**config.mk**
```make
export PLATFORM = sky130hd
export DESIGN_NAME = shuffle_order_generator_core
export DESIGN_NICKNAME = d
export VERILOG_FILES = /design/src/rtl/sog_pkg.sv /design/src/rtl/sog_ram.sv /design/src/rtl/sog_ctrl.sv /design/src/rtl/sog_datapath.sv /design/src/rtl/shuffle_order_generator_core.sv
export VERILOG_INCLUDE_DIRS = /design/src /design/src/rtl
export SDC_FILE = /design/constraint.sdc
export NUM_CORES = 2
export LEC_CHECK = 0
export BUFFER_PORTS_ARGS = -buffer_cell sky130_fd_sc_hd__buf_4
export CORE_MARGIN = 2
export CORE_UTILIZATION = 45
export CTS_CLUSTER_SIZE = 25
export DETAILED_ROUTE_END_ITERATION = 7
export GPL_ROUTABILITY_DRIVEN = 0
export PLACE_DENSITY_LB_ADDON = 0.3
export SETUP_SLACK_MARGIN = 0.5
export SLEW_MARGIN = 20
export SYNTH_ARGS = -nofsm -noshare
export SYNTH_HDL_FRONTEND = slang
export SYNTH_SLANG_ARGS = --single-unit
```
**constraint.sdc**
```tcl
create_clock -name clk -period 18.9 [get_ports clk]
set_input_delay 3.78 -clock clk [delete_from_list [all_inputs] [get_ports clk]]
set_output_delay 3.78 -clock clk [all_outputs]
set_load 0.005 [all_outputs]
```
**src/rtl/shuffle_order_generator_core_macros.svh**
```systemverilog
// Assertion macros shared by the shuffle order generator RTL.
// Each macro expects signals named clk and rst_n in the scope where it is used.
`ifndef SHUFFLE_ORDER_GENERATOR_CORE_MACROS_SVH
`define SHUFFLE_ORDER_GENERATOR_CORE_MACROS_SVH

// The consequent must hold in the same cycle as the antecedent.
`define SOG_ASSERT_NOW(label, ante, cons, msg) \
    label: assert property (@(posedge clk) disable iff (!rst_n) (ante) |-> (cons)) \
        else $error(msg);

// The consequent must hold in the cycle after the antecedent.
`define SOG_ASSERT_NEXT(label, ante, cons, msg) \
    label: assert property (@(posedge clk) disable iff (!rst_n) (ante) |=> (cons)) \
        else $error(msg);

`endif

```
**src/rtl/sog_pkg.sv**
```systemverilog
// Shared types and constants of the shuffle order generator.
// No dependencies; used by the controller, datapath and top level.
package sog_pkg;

    localparam int LIST_MAX_DEFAULT = 256;
    localparam int RAND_BITS        = 32;
    localparam int RAND_W           = 32;
    localparam int INDEX_W          = 8;
    localparam int MODE_W           = 3;
    localparam int SIZE_W           = 9;
    localparam int CFG_IDX_W        = 1;

    localparam logic [MODE_W-1:0] MODE_ORDERED     = 3'd0;
    localparam logic [MODE_W-1:0] MODE_CYCLIC      = 3'd1;
    localparam logic [MODE_W-1:0] MODE_RANDOM_ONCE = 3'd2;
    localparam logic [MODE_W-1:0] MODE_REPLAY      = 3'd3;
    localparam logic [MODE_W-1:0] MODE_REGEN       = 3'd4;

    localparam logic [CFG_IDX_W-1:0] REG_MODE      = 1'b0;
    localparam logic [CFG_IDX_W-1:0] REG_LIST_SIZE = 1'b1;

    typedef enum logic [2:0] {
        ST_IDLE,
        ST_MUL,
        ST_RD_A,
        ST_RD_B,
        ST_WR_A,
        ST_WR_B,
        ST_FIN
    } state_t;

    // Kind of work the current item needs, decided from the stored state.
    typedef enum logic [1:0] {
        OP_DIRECT,
        OP_DRAW,
        OP_REPLAY
    } op_t;

    typedef enum logic [1:0] {
        RA_POS,
        RA_LAST,
        RA_REPLAY
    } raddr_sel_t;

    typedef struct packed {
        logic       load_rand;
        logic       calc_pos;
        raddr_sel_t raddr_sel;
        logic       cap_val;
        logic       wr_a;
        logic       wr_b;
        logic       finish;
    } dp_cmd_t;

    typedef struct packed {
        op_t op;
    } dp_status_t;

endpackage

```
**src/rtl/sog_ram.sv**
```systemverilog
// Generic simple dual-port RAM: one write port, one read port, registered read.
// No dependencies.
module sog_ram #(
    parameter int WIDTH = 8,
    parameter int DEPTH = 256,
    localparam int AW = (DEPTH > 1) ? $clog2(DEPTH) : 1
) (
    input  logic             clk,
    input  logic             we,
    input  logic [AW-1:0]    waddr,
    input  logic [WIDTH-1:0] wdata,
    input  logic [AW-1:0]    raddr,
    output logic [WIDTH-1:0] rdata
);

    logic [WIDTH-1:0] mem [DEPTH];

    always_ff @(posedge clk)
    begin
        if (we)
        begin
            mem[waddr] <= wdata;
        end
        rdata <= mem[raddr];
    end

endmodule

```
**src/rtl/sog_ctrl.sv**
```systemverilog
// Controller of the shuffle order generator: sequences one item at a time.
// Depends on sog_pkg; drives the datapath commands and the channel handshakes.
module sog_ctrl (
    input  logic                clk,
    input  logic                rst_n,
    input  logic                req_valid,
    output logic                req_ready,
    output logic                rsp_valid,
    input  logic                rsp_ready,
    input  sog_pkg::dp_status_t status,
    output sog_pkg::dp_cmd_t    cmd
);
    import sog_pkg::*;

    state_t state_reg;
    state_t state_next;
    logic   out_valid_reg;
    logic   out_valid_next;
    logic   accept;
    logic   slot_free;

    assign req_ready = (state_reg == ST_IDLE);
    assign accept    = req_valid && req_ready;
    assign slot_free = !out_valid_reg || rsp_ready;
    assign rsp_valid = out_valid_reg;

    always_comb
    begin
        state_next = state_reg;
        unique case (state_reg)
            ST_IDLE:
            begin
                if (accept)
                begin
                    unique case (status.op)
                        OP_DRAW:   state_next = ST_MUL;
                        OP_REPLAY: state_next = ST_RD_A;
                        default:   state_next = ST_FIN;
                    endcase
                end
            end
            ST_MUL:  state_next = ST_RD_A;
            ST_RD_A: state_next = ST_RD_B;
            ST_RD_B: state_next = (status.op == OP_DRAW) ? ST_WR_A : ST_FIN;
            ST_WR_A: state_next = ST_WR_B;
            ST_WR_B: state_next = ST_FIN;
            ST_FIN:  state_next = slot_free ? ST_IDLE : ST_FIN;
            default: state_next = ST_IDLE;
        endcase
    end

    always_comb
    begin
        cmd           = '0;
        cmd.raddr_sel = RA_POS;
        unique case (state_reg)
            ST_IDLE: cmd.load_rand = accept;
            ST_MUL:  cmd.calc_pos  = 1'b1;
            ST_RD_A: cmd.raddr_sel = (status.op == OP_DRAW) ? RA_POS : RA_REPLAY;
            ST_RD_B:
            begin
                cmd.cap_val   = 1'b1;
                cmd.raddr_sel = RA_LAST;
            end
            ST_WR_A: cmd.wr_a   = 1'b1;
            ST_WR_B: cmd.wr_b   = 1'b1;
            ST_FIN:  cmd.finish = slot_free;
            default: cmd.finish = 1'b0;
        endcase
    end

    // A finished item loads the output register even while the old one is taken.
    assign out_valid_next = cmd.finish ? 1'b1 : (rsp_ready ? 1'b0 : out_valid_reg);

    always_ff @(posedge clk or negedge rst_n)
    begin
        if (!rst_n)
        begin
            state_reg     <= ST_IDLE;
            out_valid_reg <= 1'b0;
        end
        else
        begin
            state_reg     <= state_next;
            out_valid_reg <= out_valid_next;
        end
    end

endmodule

```
**src/rtl/sog_datapath.sv**
```systemverilog
// Datapath of the shuffle order generator: config, counters, pool RAM, result register.
// Depends on sog_pkg and sog_ram; driven by commands from sog_ctrl.
module sog_datapath #(
    parameter int LIST_MAX = sog_pkg::LIST_MAX_DEFAULT
) (
    input  logic                            clk,
    input  logic                            rst_n,
    input  logic                            cfg_we,
    input  logic [sog_pkg::CFG_IDX_W-1:0]   cfg_index,
    input  logic [sog_pkg::SIZE_W-1:0]      cfg_data,
    input  logic [sog_pkg::RAND_W-1:0]      rand_value,
    input  sog_pkg::dp_cmd_t                cmd,
    output sog_pkg::dp_status_t             status,
    output logic [sog_pkg::INDEX_W-1:0]     index,
    output logic                            has_more,
    output logic                            exhausted
);
    import sog_pkg::*;

    localparam int AW = (LIST_MAX > 1) ? $clog2(LIST_MAX) : 1;
    localparam int CW = $clog2(LIST_MAX + 1);
    localparam int PW = RAND_W + CW;
    localparam logic [RAND_W-1:0] RAND_MASK = (RAND_BITS >= RAND_W) ? {RAND_W{1'b1}} :
                                              RAND_W'((64'd1 << RAND_BITS) - 64'd1);
    localparam logic [CW-1:0] N_MAX = CW'(LIST_MAX);

    // Control state
    logic [MODE_W-1:0]   mode_reg, mode_next;
    logic [CW-1:0]       size_reg, size_next;
    logic [CW-1:0]       rem_reg, rem_next;
    logic [AW-1:0]       cursor_reg, cursor_next;
    logic                phase_reg, phase_next;
    logic [LIST_MAX-1:0] valid_reg, valid_next;

    // Payload
    logic [RAND_W-1:0]   rand_reg;
    logic [AW-1:0]       pos_reg;
    logic [AW-1:0]       val_reg;
    logic [AW-1:0]       rd_addr_reg;
    logic [INDEX_W-1:0]  index_reg;
    logic                has_more_reg;
    logic                exhausted_reg;

    logic [CW-1:0]       rem_eff;
    logic [CW-1:0]       last_c;
    logic [AW-1:0]       last_a;
    logic [AW-1:0]       cur_eff;
    logic [CW-1:0]       cur_inc;
    logic [AW-1:0]       cur_next;
    logic [AW-1:0]       replay_addr;
    logic [PW-1:0]       prod;
    logic [PW-1:0]       scaled;
    logic [AW-1:0]       pos_c;
    logic [CW-1:0]       size_c;
    logic [AW-1:0]       raddr;
    logic [AW-1:0]       waddr;
    logic [AW-1:0]       wdata;
    logic                ram_we;
    logic [AW-1:0]       rdata;
    logic [AW-1:0]       rd_eff;
    logic [AW-1:0]       idx_c;
    logic                more_c;
    logic                exh_c;

    // In regenerate mode an empty pool counts as full.
    assign rem_eff = (mode_reg == MODE_REGEN && rem_reg == '0) ? size_reg : rem_reg;
    assign last_c  = rem_eff - CW'(1);
    assign last_a  = AW'(last_c);

    assign cur_eff     = (CW'(cursor_reg) >= size_reg) ? '0 : cursor_reg;
    assign cur_inc     = CW'(cur_eff) + CW'(1);
    assign cur_next    = (cur_inc == size_reg) ? '0 : AW'(cur_inc);
    assign replay_addr = AW'(size_reg - CW'(1) - CW'(cur_eff));

    assign prod   = PW'(rand_reg & RAND_MASK) * PW'(rem_eff);
    assign scaled = prod >> RAND_BITS;
    assign pos_c  = (scaled >= PW'(rem_eff)) ? last_a : AW'(scaled);

    always_comb
    begin
        unique case (mode_reg)
            MODE_RANDOM_ONCE: status.op = (rem_reg == '0) ? OP_DIRECT : OP_DRAW;
            MODE_REPLAY:      status.op = (!phase_reg && rem_reg != '0) ? OP_DRAW : OP_REPLAY;
            MODE_REGEN:       status.op = OP_DRAW;
            default:          status.op = OP_DIRECT;
        endcase
    end

    always_comb
    begin
        unique case (cmd.raddr_sel)
            RA_POS:    raddr = pos_reg;
            RA_LAST:   raddr = last_a;
            RA_REPLAY: raddr = replay_addr;
            default:   raddr = pos_reg;
        endcase
    end

    // An entry never written since the last reinit holds its own address.
    assign rd_eff = valid_reg[rd_addr_reg] ? rdata : rd_addr_reg;

    assign ram_we = cmd.wr_a || cmd.wr_b;
    assign waddr  = cmd.wr_a ? pos_reg : last_a;
    assign wdata  = cmd.wr_a ? rd_eff : val_reg;

    sog_ram #(
        .WIDTH (AW),
        .DEPTH (LIST_MAX)
    ) u_pool (
        .clk   (clk),
        .we    (ram_we),
        .waddr (waddr),
        .wdata (wdata),
        .raddr (raddr),
        .rdata (rdata)
    );

    always_comb
    begin
        if (cfg_data == '0)
        begin
            size_c = CW'(1);
        end
        else if (32'(cfg_data) > LIST_MAX)
        begin
            size_c = N_MAX;
        end
        else
        begin
            size_c = CW'(cfg_data);
        end
    end

    always_comb
    begin
        mode_next   = mode_reg;
        size_next   = size_reg;
        rem_next    = rem_reg;
        cursor_next = cursor_reg;
        phase_next  = phase_reg;
        valid_next  = valid_reg;
        idx_c       = '0;
        more_c      = 1'b0;
        exh_c       = 1'b0;

        if (cmd.wr_a)
        begin
            valid_next[pos_reg] = 1'b1;
        end
        if (cmd.wr_b)
        begin
            valid_next[last_a] = 1'b1;
        end

        if (cmd.finish)
        begin
            unique case (mode_reg)
                MODE_CYCLIC:
                begin
                    idx_c       = cur_eff;
                    cursor_next = cur_next;
                    more_c      = 1'b1;
                end
                MODE_RANDOM_ONCE:
                begin
                    if (rem_reg == '0)
                    begin
                        exh_c = 1'b1;
                    end
                    else
                    begin
                        idx_c    = val_reg;
                        rem_next = last_c;
                        more_c   = (last_c != '0);
                    end
                end
                MODE_REPLAY:
                begin
                    more_c = 1'b1;
                    idx_c  = val_reg;
                    if (!phase_reg && rem_reg != '0)
                    begin
                        rem_next = last_c;
                        if (last_c == '0)
                        begin
                            phase_next  = 1'b1;
                            cursor_next = '0;
                        end
                    end
                    else
                    begin
                        phase_next  = 1'b1;
                        cursor_next = cur_next;
                    end
                end
                MODE_REGEN:
                begin
                    idx_c  = val_reg;
                    more_c = 1'b1;
                    if (last_c == '0)
                    begin
                        rem_next   = size_reg;
                        valid_next = '0;
                    end
                    else
                    begin
                        rem_next = last_c;
                    end
                end
                default:
                begin
                    if (rem_reg == '0)
                    begin
                        exh_c = 1'b1;
                    end
                    else
                    begin
                        idx_c    = AW'(size_reg - rem_reg);
                        rem_next = last_c;
                        more_c   = (last_c != '0);
                    end
                end
            endcase
        end

        // Any register write restarts the list from the identity order.
        if (cfg_we)
        begin
            unique case (cfg_index)
                REG_MODE:
                begin
                    mode_next = cfg_data[MODE_W-1:0];
                    rem_next  = size_reg;
                end
                REG_LIST_SIZE:
                begin
                    size_next = size_c;
                    rem_next  = size_c;
                end
                default:
                begin
                    rem_next = size_reg;
                end
            endcase
            cursor_next = '0;
            phase_next  = 1'b0;
            valid_next  = '0;
        end
    end

    always_ff @(posedge clk or negedge rst_n)
    begin
        if (!rst_n)
        begin
            mode_reg   <= MODE_ORDERED;
            size_reg   <= CW'(1);
            rem_reg    <= CW'(1);
            cursor_reg <= '0;
            phase_reg  <= 1'b0;
            valid_reg  <= '0;
        end
        else
        begin
            mode_reg   <= mode_next;
            size_reg   <= size_next;
            rem_reg    <= rem_next;
            cursor_reg <= cursor_next;
            phase_reg  <= phase_next;
            valid_reg  <= valid_next;
        end
    end

    always_ff @(posedge clk)
    begin
        rd_addr_reg <= raddr;
        if (cmd.load_rand)
        begin
            rand_reg <= rand_value;
        end
        if (cmd.calc_pos)
        begin
            pos_reg <= pos_c;
        end
        if (cmd.cap_val)
        begin
            val_reg <= rd_eff;
        end
        if (cmd.finish)
        begin
            index_reg     <= INDEX_W'(idx_c);
            has_more_reg  <= more_c;
            exhausted_reg <= exh_c;
        end
    end

    assign index     = index_reg;
    assign has_more  = has_more_reg;
    assign exhausted = exhausted_reg;

endmodule

```
**src/rtl/shuffle_order_generator_core.sv**
```systemverilog
// Ordered, cyclic and exhausted requests go from accept straight to the result;
// a replay read takes two pool reads; a random draw a multiply, two pool reads,
// two pool writes through the single write port of the pool RAM, then the result.
// One item at a time: a new request is taken only once the last result is loaded.
// Reset (async, active low): mode ordered, list size 1, pool reads as identity
// through per-entry valid flags, so no clearing pass is needed.
`include "shuffle_order_generator_core_macros.svh"

module shuffle_order_generator_core #(
    parameter int LIST_MAX = sog_pkg::LIST_MAX_DEFAULT
) (
    input  logic                            clk,
    input  logic                            rst_n,
    input  logic                            cfg_we,
    input  logic [sog_pkg::CFG_IDX_W-1:0]   cfg_index,
    input  logic [sog_pkg::SIZE_W-1:0]      cfg_data,
    input  logic                            req_valid,
    output logic                            req_ready,
    input  logic [sog_pkg::RAND_W-1:0]      rand_value,
    output logic                            rsp_valid,
    input  logic                            rsp_ready,
    output logic [sog_pkg::INDEX_W-1:0]     index,
    output logic                            has_more,
    output logic                            exhausted
);
    import sog_pkg::*;

    dp_cmd_t    dp_cmd;
    dp_status_t dp_status;

    sog_ctrl u_ctrl (
        .clk       (clk),
        .rst_n     (rst_n),
        .req_valid (req_valid),
        .req_ready (req_ready),
        .rsp_valid (rsp_valid),
        .rsp_ready (rsp_ready),
        .status    (dp_status),
        .cmd       (dp_cmd)
    );

    sog_datapath #(
        .LIST_MAX (LIST_MAX)
    ) u_datapath (
        .clk        (clk),
        .rst_n      (rst_n),
        .cfg_we     (cfg_we),
        .cfg_index  (cfg_index),
        .cfg_data   (cfg_data),
        .rand_value (rand_value),
        .cmd        (dp_cmd),
        .status     (dp_status),
        .index      (index),
        .has_more   (has_more),
        .exhausted  (exhausted)
    );

    `SOG_ASSERT_NEXT(a_busy_after_accept, req_valid && req_ready, !req_ready, "item accepted but block still ready")
    `SOG_ASSERT_NOW(a_exhausted_clean, rsp_valid && exhausted, !has_more && index == '0, "exhausted item carries data")
    `SOG_ASSERT_NEXT(a_swap_completes, dp_cmd.wr_a, dp_cmd.wr_b, "pool swap left half done")

endmodule

```
Word level (Yosys, flattened, before mapping):

Memory sizes are Yosys's and may differ from the RTL's. A register that Yosys moved wholly into a read port is not among the register bits.
Cells that the tools add are included.

* register bits after elaboration: 356
* memory bits (writable): 2048
* output and inout bits: 12
* memories kept: 1
* input bits: 47

Memories
* u_datapath.u_pool.mem: words 256, bits a word 8, read ports 1, clocked after memory_dff 1, write ports 1, RTL line sog_ram.sv:16 `logic [WIDTH-1:0] mem [DEPTH];`

* multiply operators: 1
* mux-type cells: 64
* magnitude comparators: 8
* equal/unequal tests: 21
* bitwise gates (word level): 3
* $add $sub $neg: 5
* reduce and logical (&&, ||, !) cells: 26

Operator list (count)
* 256-bit two-way mux: 6
* 256-bit OR: 2
* 8-bit two-way mux: 12
* 9-bit two-way mux: 8
* 32-bit by 9-bit multiplier with 41-bit output: 1
* 8-bit case mux with 2 select lines: 2
* 9-bit logical NOT: 3
* 8-bit by 9-bit < comparator with 1-bit output, second input constant: 3
* 9-bit case mux with 3 select lines: 1
* 8-bit case mux with 3 select lines: 1
* 1-bit two-way mux: 21
* 3-bit case mux with 7 select lines: 1
* 9-bit case mux with 2 select lines: 1
* 9-bit nonzero test: 2
* 1-bit demux with 8-bit select: 2
* 8-bit by 1-bit >= comparator with 1-bit output, second input constant: 2
* 8-bit subtractor: 2
* 3-bit by 2-bit == test with 1-bit output, second input constant: 4
* 3-bit == test, second input constant: 4
* 8-bit by 1-bit adder with 9-bit output, second input constant: 1
* 9-bit == test: 1
* 8-bit by 9-bit >= comparator with 1-bit output: 1
* 9-bit >= comparator: 1
* 9-bit greater-than comparator, second input constant: 1
* other kinds (28): 45

Longest topological paths before layout:

* word-level depth: 14
* mapped depth: 37
* mapped depth without buffers: 34

Hierarchy:

A second synthesis with hierarchy kept.

* cells, all modules: 6629
* area, all modules: 108016.1 um^2

Modules (own cells, without submodules)
* sog_ram: cells each 3733, times used 1, area an instance 79556.3 um^2
* sog_datapath: cells each 2863, times used 1, area an instance 28096.9 um^2
* sog_ctrl: cells each 33, times used 1, area an instance 362.8 um^2

Least setup slack after synthesis:

No wires, ideal clock.

* kind: reg-to-reg
* start: register u_datapath.mode_reg[0]
* end: register u_datapath.pos_reg[1] (data pin)
* buffers on the path: 4
* library setup time: 0.260 ns
* setup slack: 11.017 ns
* arrival time: 7.623 ns
* clock period less this slack: 7.883 ns
* cell stages (with the launch flop): 36
* required time: 18.640 ns
* path through: dfrtp_1 -> clkbuf_1 -> or3b_1 -> buf_4 -> o41ai_4 -> clkbuf_1 -> nand2_1 -> fa_1 -> inv_1 -> fa_1 -> inv_1 -> fa_1 -> inv_1 -> fa_1 -> ha_1 -> a21o_1 -> a21o_1 -> a21o_1 -> a21o_1 -> a21oi_1 -> o21ai_0 -> a211o_1 -> a31oi_1 -> xor2_1 -> ha_1 -> nand2b_1 -> a21oi_1 -> nor2b_1 -> o21ai_0 -> nand2b_1 -> a21oi_1 -> nor2b_1 -> o21ai_0 -> a211o_1 -> buf_1 -> mux2_2

* longest elaborated chain between the ends: 6
* elaborated cells between the ends (all ways): 7
* classes of those cells: add/sub (1); mul (1); order compare (1); eq/ne (1); mux (2); reduce/logical (1)

RTL lines
* from (decl): RTL line sog_datapath.sv:28 `logic [MODE_W-1:0] mode_reg, mode_next;`
* from (signal assigned): RTL line sog_datapath.sv:264 `mode_reg <= mode_next;`
* 3-bit == test *: RTL line sog_datapath.sv:66 `assign rem_eff = (mode_reg == MODE_REGEN && rem_reg == '0) ? size_reg : rem_reg;`
* 1-bit logical AND *: RTL line sog_datapath.sv:66
* 9-bit two-way mux *: RTL line sog_datapath.sv:66
* 32-bit by 9-bit multiplier with 41-bit output: RTL line sog_datapath.sv:75 `assign prod = PW'(rand_reg & RAND_MASK) * PW'(rem_eff);`
* 9-bit >= comparator: RTL line sog_datapath.sv:77 `assign pos_c = (scaled >= PW'(rem_eff)) ? last_a : AW'(scaled);`
* 8-bit two-way mux *: RTL line sog_datapath.sv:77
* net u_datapath.pos_c[1]: RTL line sog_datapath.sv:53 `logic [AW-1:0] pos_c;`
* to (signal assigned): RTL line sog_datapath.sv:282 `pos_reg <= pos_c;`
* to (decl): RTL line sog_datapath.sv:37 `logic [AW-1:0] pos_reg;`

Mark *: on every way through the listed nets, which the timed path passes. The rest lies on a longest branch.
A chain may end at the register's enable or synchronous reset.

Worst setup path after layout:

* start: register u_datapath.rem_reg[7]
* end: register u_datapath.u_pool.rdata[6], read port of u_datapath.u_pool.mem

* longest elaborated chain between the ends: 9
* elaborated cells between the ends (all ways): 15
* classes of those cells: add/sub (1); eq/ne (3); mux (7); reduce/logical (4)

RTL lines
* from (decl): RTL line sog_datapath.sv:30 `logic [CW-1:0] rem_reg, rem_next;`
* from (signal assigned): RTL line sog_datapath.sv:266 `rem_reg <= rem_next;`
* 9-bit nonzero test: RTL line sog_datapath.sv:83 `MODE_REPLAY: status.op = (!phase_reg && rem_reg != '0) ? OP_DRAW : OP_REPLAY;`
* 1-bit logical AND: RTL line sog_datapath.sv:83
* 2-bit two-way mux: RTL line sog_datapath.sv:83
* 2-bit case mux with 3 select lines: RTL line sog_datapath.sv:81 `unique case (mode_reg)`
* 2-bit by 1-bit == test with 1-bit output: RTL line sog_ctrl.sv:59 `ST_RD_A: cmd.raddr_sel = (status.op == OP_DRAW) ? RA_POS : RA_REPLAY;`
* 2-bit two-way mux: RTL line sog_ctrl.sv:59
* 2-bit case mux with 2 select lines: RTL line sog_ctrl.sv:56 `unique case (state_reg)`
* 2-bit == test / 2-bit by 1-bit == test with 1-bit output (equally long branches): RTL line sog_datapath.sv:91 `unique case (cmd.raddr_sel)`
* 8-bit case mux with 2 select lines *: RTL line sog_datapath.sv:91
* to (decl): RTL line sog_ram.sv:13 `output logic [WIDTH-1:0] rdata`

Every way passes the cells marked *; elsewhere a longest branch is shown, timed or not.

==> flow_metrics.py <==
metrics = {
    "status": {
        "status": "completed",
    },
    "clock_network": {
        "htreeDepth": 5,
        "post_cts_buffers": 0,
        "cts_tree": "built",
        "cts.sinks": 2412,
        "clk_path_buf_depth": 4,
        "path_clk_slew_ns": 0.06,
        "cts_resized": 0,
        "clk_latency_ns": 0.96,
        "hold_buffers": 0,
        "cts-buffers-inserted": 277,
        "root_buffer": "clkbuf_16",
    },
    "logic_synthesis": {
        "syn_nets": 8870,
        "avgSynthCellArea_um2": 12.87,
        "synthXorXnorAreaFrac": 0.002843,
        "synthAdderAreaFrac": 0.04992,
        "yosysWarnings": 0,
        "synth_seq_area_share": 0.6463,
        "async_reset_ff_frac": 0.1202,
        "synth_cell_types": 89,
        "yosys.area_share.simple": 0.1246,
        "netlist_area_um2": 109600,
        "netlist_instances": 8513,
        "ys_seq_elements": 2412,
        "synth_edf_count": 2106,
        "synth_compound_area_frac": 0.1119,
        "ys.flop_type": "edfxtp_1",
        "synth_top_family_by_area": "simple AND/OR/NAND/NOR gates",
        "synthMuxAreaShare": 0.03198,
    },
    "grt": {
        "antenna_found_initial": 11,
        "grt_first_pass_wirelength_mm": 449.6,
        "grt_usage": 0.2375,
        "grt_overflow_total": 0,
        "grt_max_degree": 190,
        "grt_pass1_vias": 69610,
    },
    "floorplanning": {
        "core-area_um2": 242800,
        "die_x_um": 497.5,
        "fp-row-count": 181,
        "ios": 59,
        "die_area_um2": 247500,
        "die_h_um": 497.5,
        "start_util": 0.4514,
    },
    "timing": {
        "hold_violations": 0,
        "fmax_mhz": 108.8,
        "max-slew-margin-rel": 0.1592,
        "tns_ns": 0,
        "period_share": 0.4863,
        "drv_slew": 0,
        "fin_skew_ns": 0.09556,
        "min_period_ns": 9.192,
        "whs_ns": 0.5000,
        "grt_setup_unrepaired": "false",
        "setup_viol": 0,
        "worst_slew_pin_slew_ns": 1.257,
    },
    "cells_and_area": {
        "fin_nets": 8712,
        "final_common_cell": "edfxtp_1",
        "final_cell_mix": "edfxtp_1 (2106), nand2_1 (1395), nor2_1 (563)",
        "largest_reg_flops": 2048,
        "drive_above_1_share": 0.09402,
        "final_cell_area_um2": 121500,
        "syn2layout_area_growth_pct": 10.90,
    },
    "worst_setup_path": {
        "rrSetupSlack_ns": 9.71,
        "arrival_ns": 10.02,
        "crit_path_start_kind": "flop",
        "crit_end": "u_datapath.u_pool.rdata[6]",
        "worstSetupPathType": "flop to flop",
        "r2r-start": "u_datapath.rem_reg[7]",
        "r2r_end": "u_datapath.u_pool.rdata[6]",
        "crit_start": "u_datapath.rem_reg[7]",
        "cp.required_ns": 19.73,
        "ff2ff_path_depth": 20,
        "crit_path_max_fanout": 160,
        "worstSetupEndpointType": "flop",
    },
    "route": {
        "wire_per_inst_um": 25.65,
        "drt_wl_total_mm": 301.6,
        "routed_via_density": 6.133,
        "drc": 0,
        "first_pass_iters": 8,
        "drt_iter0_markers": 9582,
        "vias": 72095,
        "ant_nets": 0,
    },
    "hold_path": {
        "min_from": "u_datapath.valid_reg[215]",
        "hp-class": "flop to flop",
    },
    "flow_run": {
        "maxCapViolCount": 0,
    },
    "place": {
        "hpwl_mm": 175.7,
        "place_area_um2": 112900,
        "portBuffers": 58,
    },
}
[how the worst min path moves through the flow]
stage | depth (start not counted) | end | slack [ns]
after global routing | 2 | u_datapath.valid_reg[126] | 0.52
after CTS | 2 | u_datapath.valid_reg[215] | 0.50
after global placement | 2 | u_datapath.valid_reg[27] | 0.48
after floorplan | 2 | u_datapath.valid_reg[102] | 0.47
final | 2 | u_datapath.valid_reg[215] | 0.50
after detailed placement | 2 | u_datapath.valid_reg[123] | 0.49
[cell type report]
class / instances / area, um^2
Antenna cell: 3 / 7.507
Clock buffer: 361 / 7639
Tap cell: 3202 / 4006
Inverter: 285 / 1084
Clock inverter: 114 / 818.3
Sequential cell: 2412 / 70830
Fill cell: 20491 / 121200
Multi-Input combinational cell: 5189 / 35580
Timing Repair Buffer: 190 / 1565
[cells in the mapped netlist, types with 9 or more instances]
master | count | area (um^2)
buf_2 | 62 | 310.3
fa_1 | 212 | 4244
o211ai_1 | 65 | 488.0
a22o_1 | 12 | 105.1
and2_1 | 544 | 3403
clkbuf_1 | 481 | 1805
dfrtp_1 | 288 | 7207
a211oi_1 | 438 | 3288
a31oi_1 | 125 | 782.0
dfxtp_1 | 16 | 320.3
nand2b_1 | 28 | 175.2
nand3_1 | 74 | 370.4
mux4_2 | 84 | 1892
buf_1 | 72 | 270.3
inv_1 | 277 | 1040
o2111ai_1 | 10 | 87.58
o311ai_0 | 10 | 87.58
a311oi_1 | 318 | 2785
nor3_1 | 144 | 720.7
a21oi_1 | 153 | 765.7
xnor2_1 | 21 | 183.9
nand4_1 | 21 | 131.4
a211o_1 | 23 | 201.4
mux2i_1 | 109 | 1091
a221oi_1 | 254 | 2225
mux2_2 | 45 | 506.7
nor2_1 | 606 | 2275
a32o_1 | 20 | 200.2
buf_4 | 9 | 67.56
o21ai_0 | 70 | 350.3
nor2b_1 | 76 | 475.5
a21o_1 | 23 | 172.7
ha_1 | 98 | 1226
xor2_1 | 12 | 105.1
nand2_1 | 1405 | 5274
nor4_1 | 52 | 325.3
edfxtp_1 | 2106 | 63240
[per-stage QoR]
step,utilization,setup WS [ns],instances
floorplan,-,11.02,8513
global placement,0.4652,10.13,11277
detailed placement,0.4652,9.993,11277
CTS,0.5001,9.947,11752
global route,0.5006,9.231,11754
finish,0.5006,9.708,11756
[kinds of logic (layout without fill, tap and decap cells)]
group,Yosys count,count (layout)
and+or+nand+nor,3005,3005
xor gates and xnor gates,34,34
AOI/OAI and AO/OA,1601,1601
adders and majority gates,310,310
muxes,239,239
buffers and inverters,912,950
DFF,2412,2412
other,0,3
[per-layer routing]
metal | track usage | vias to the layer above | wire length (um)
li1 | - | 31377 | -
met1 | 0.3375 | 36444 | 124700
met2 | 0.3683 | 3659 | 138700
met3 | 0.04277 | 611 | 27480
met4 | 0.08305 | 4 | 10760
met5 | 0 | - | 22
[worst max-delay path, cell delays in order, from the launching register on]
cell and delay (ns):
dfrtp_1 0.46, nor4_4 0.47, nand3_1 0.40, nand2b_1 0.19, nand3_1 0.12, ha_1 0.25
or3_1 0.47, ha_1 0.48, inv_1 0.27, nand2_1 0.21, o311ai_4 0.34, buf_12 0.49
buf_4 0.83, buf_4 0.86, buf_4 0.84, a211oi_1 0.13, a311oi_1 0.35, nor3_1 0.15
nor4_1 0.85, o21ai_0 0.25, nor4_1 0.29
Power is not shown: default switching activity piles up to over one toggle a cycle in this logic, so the estimate is an artifact.
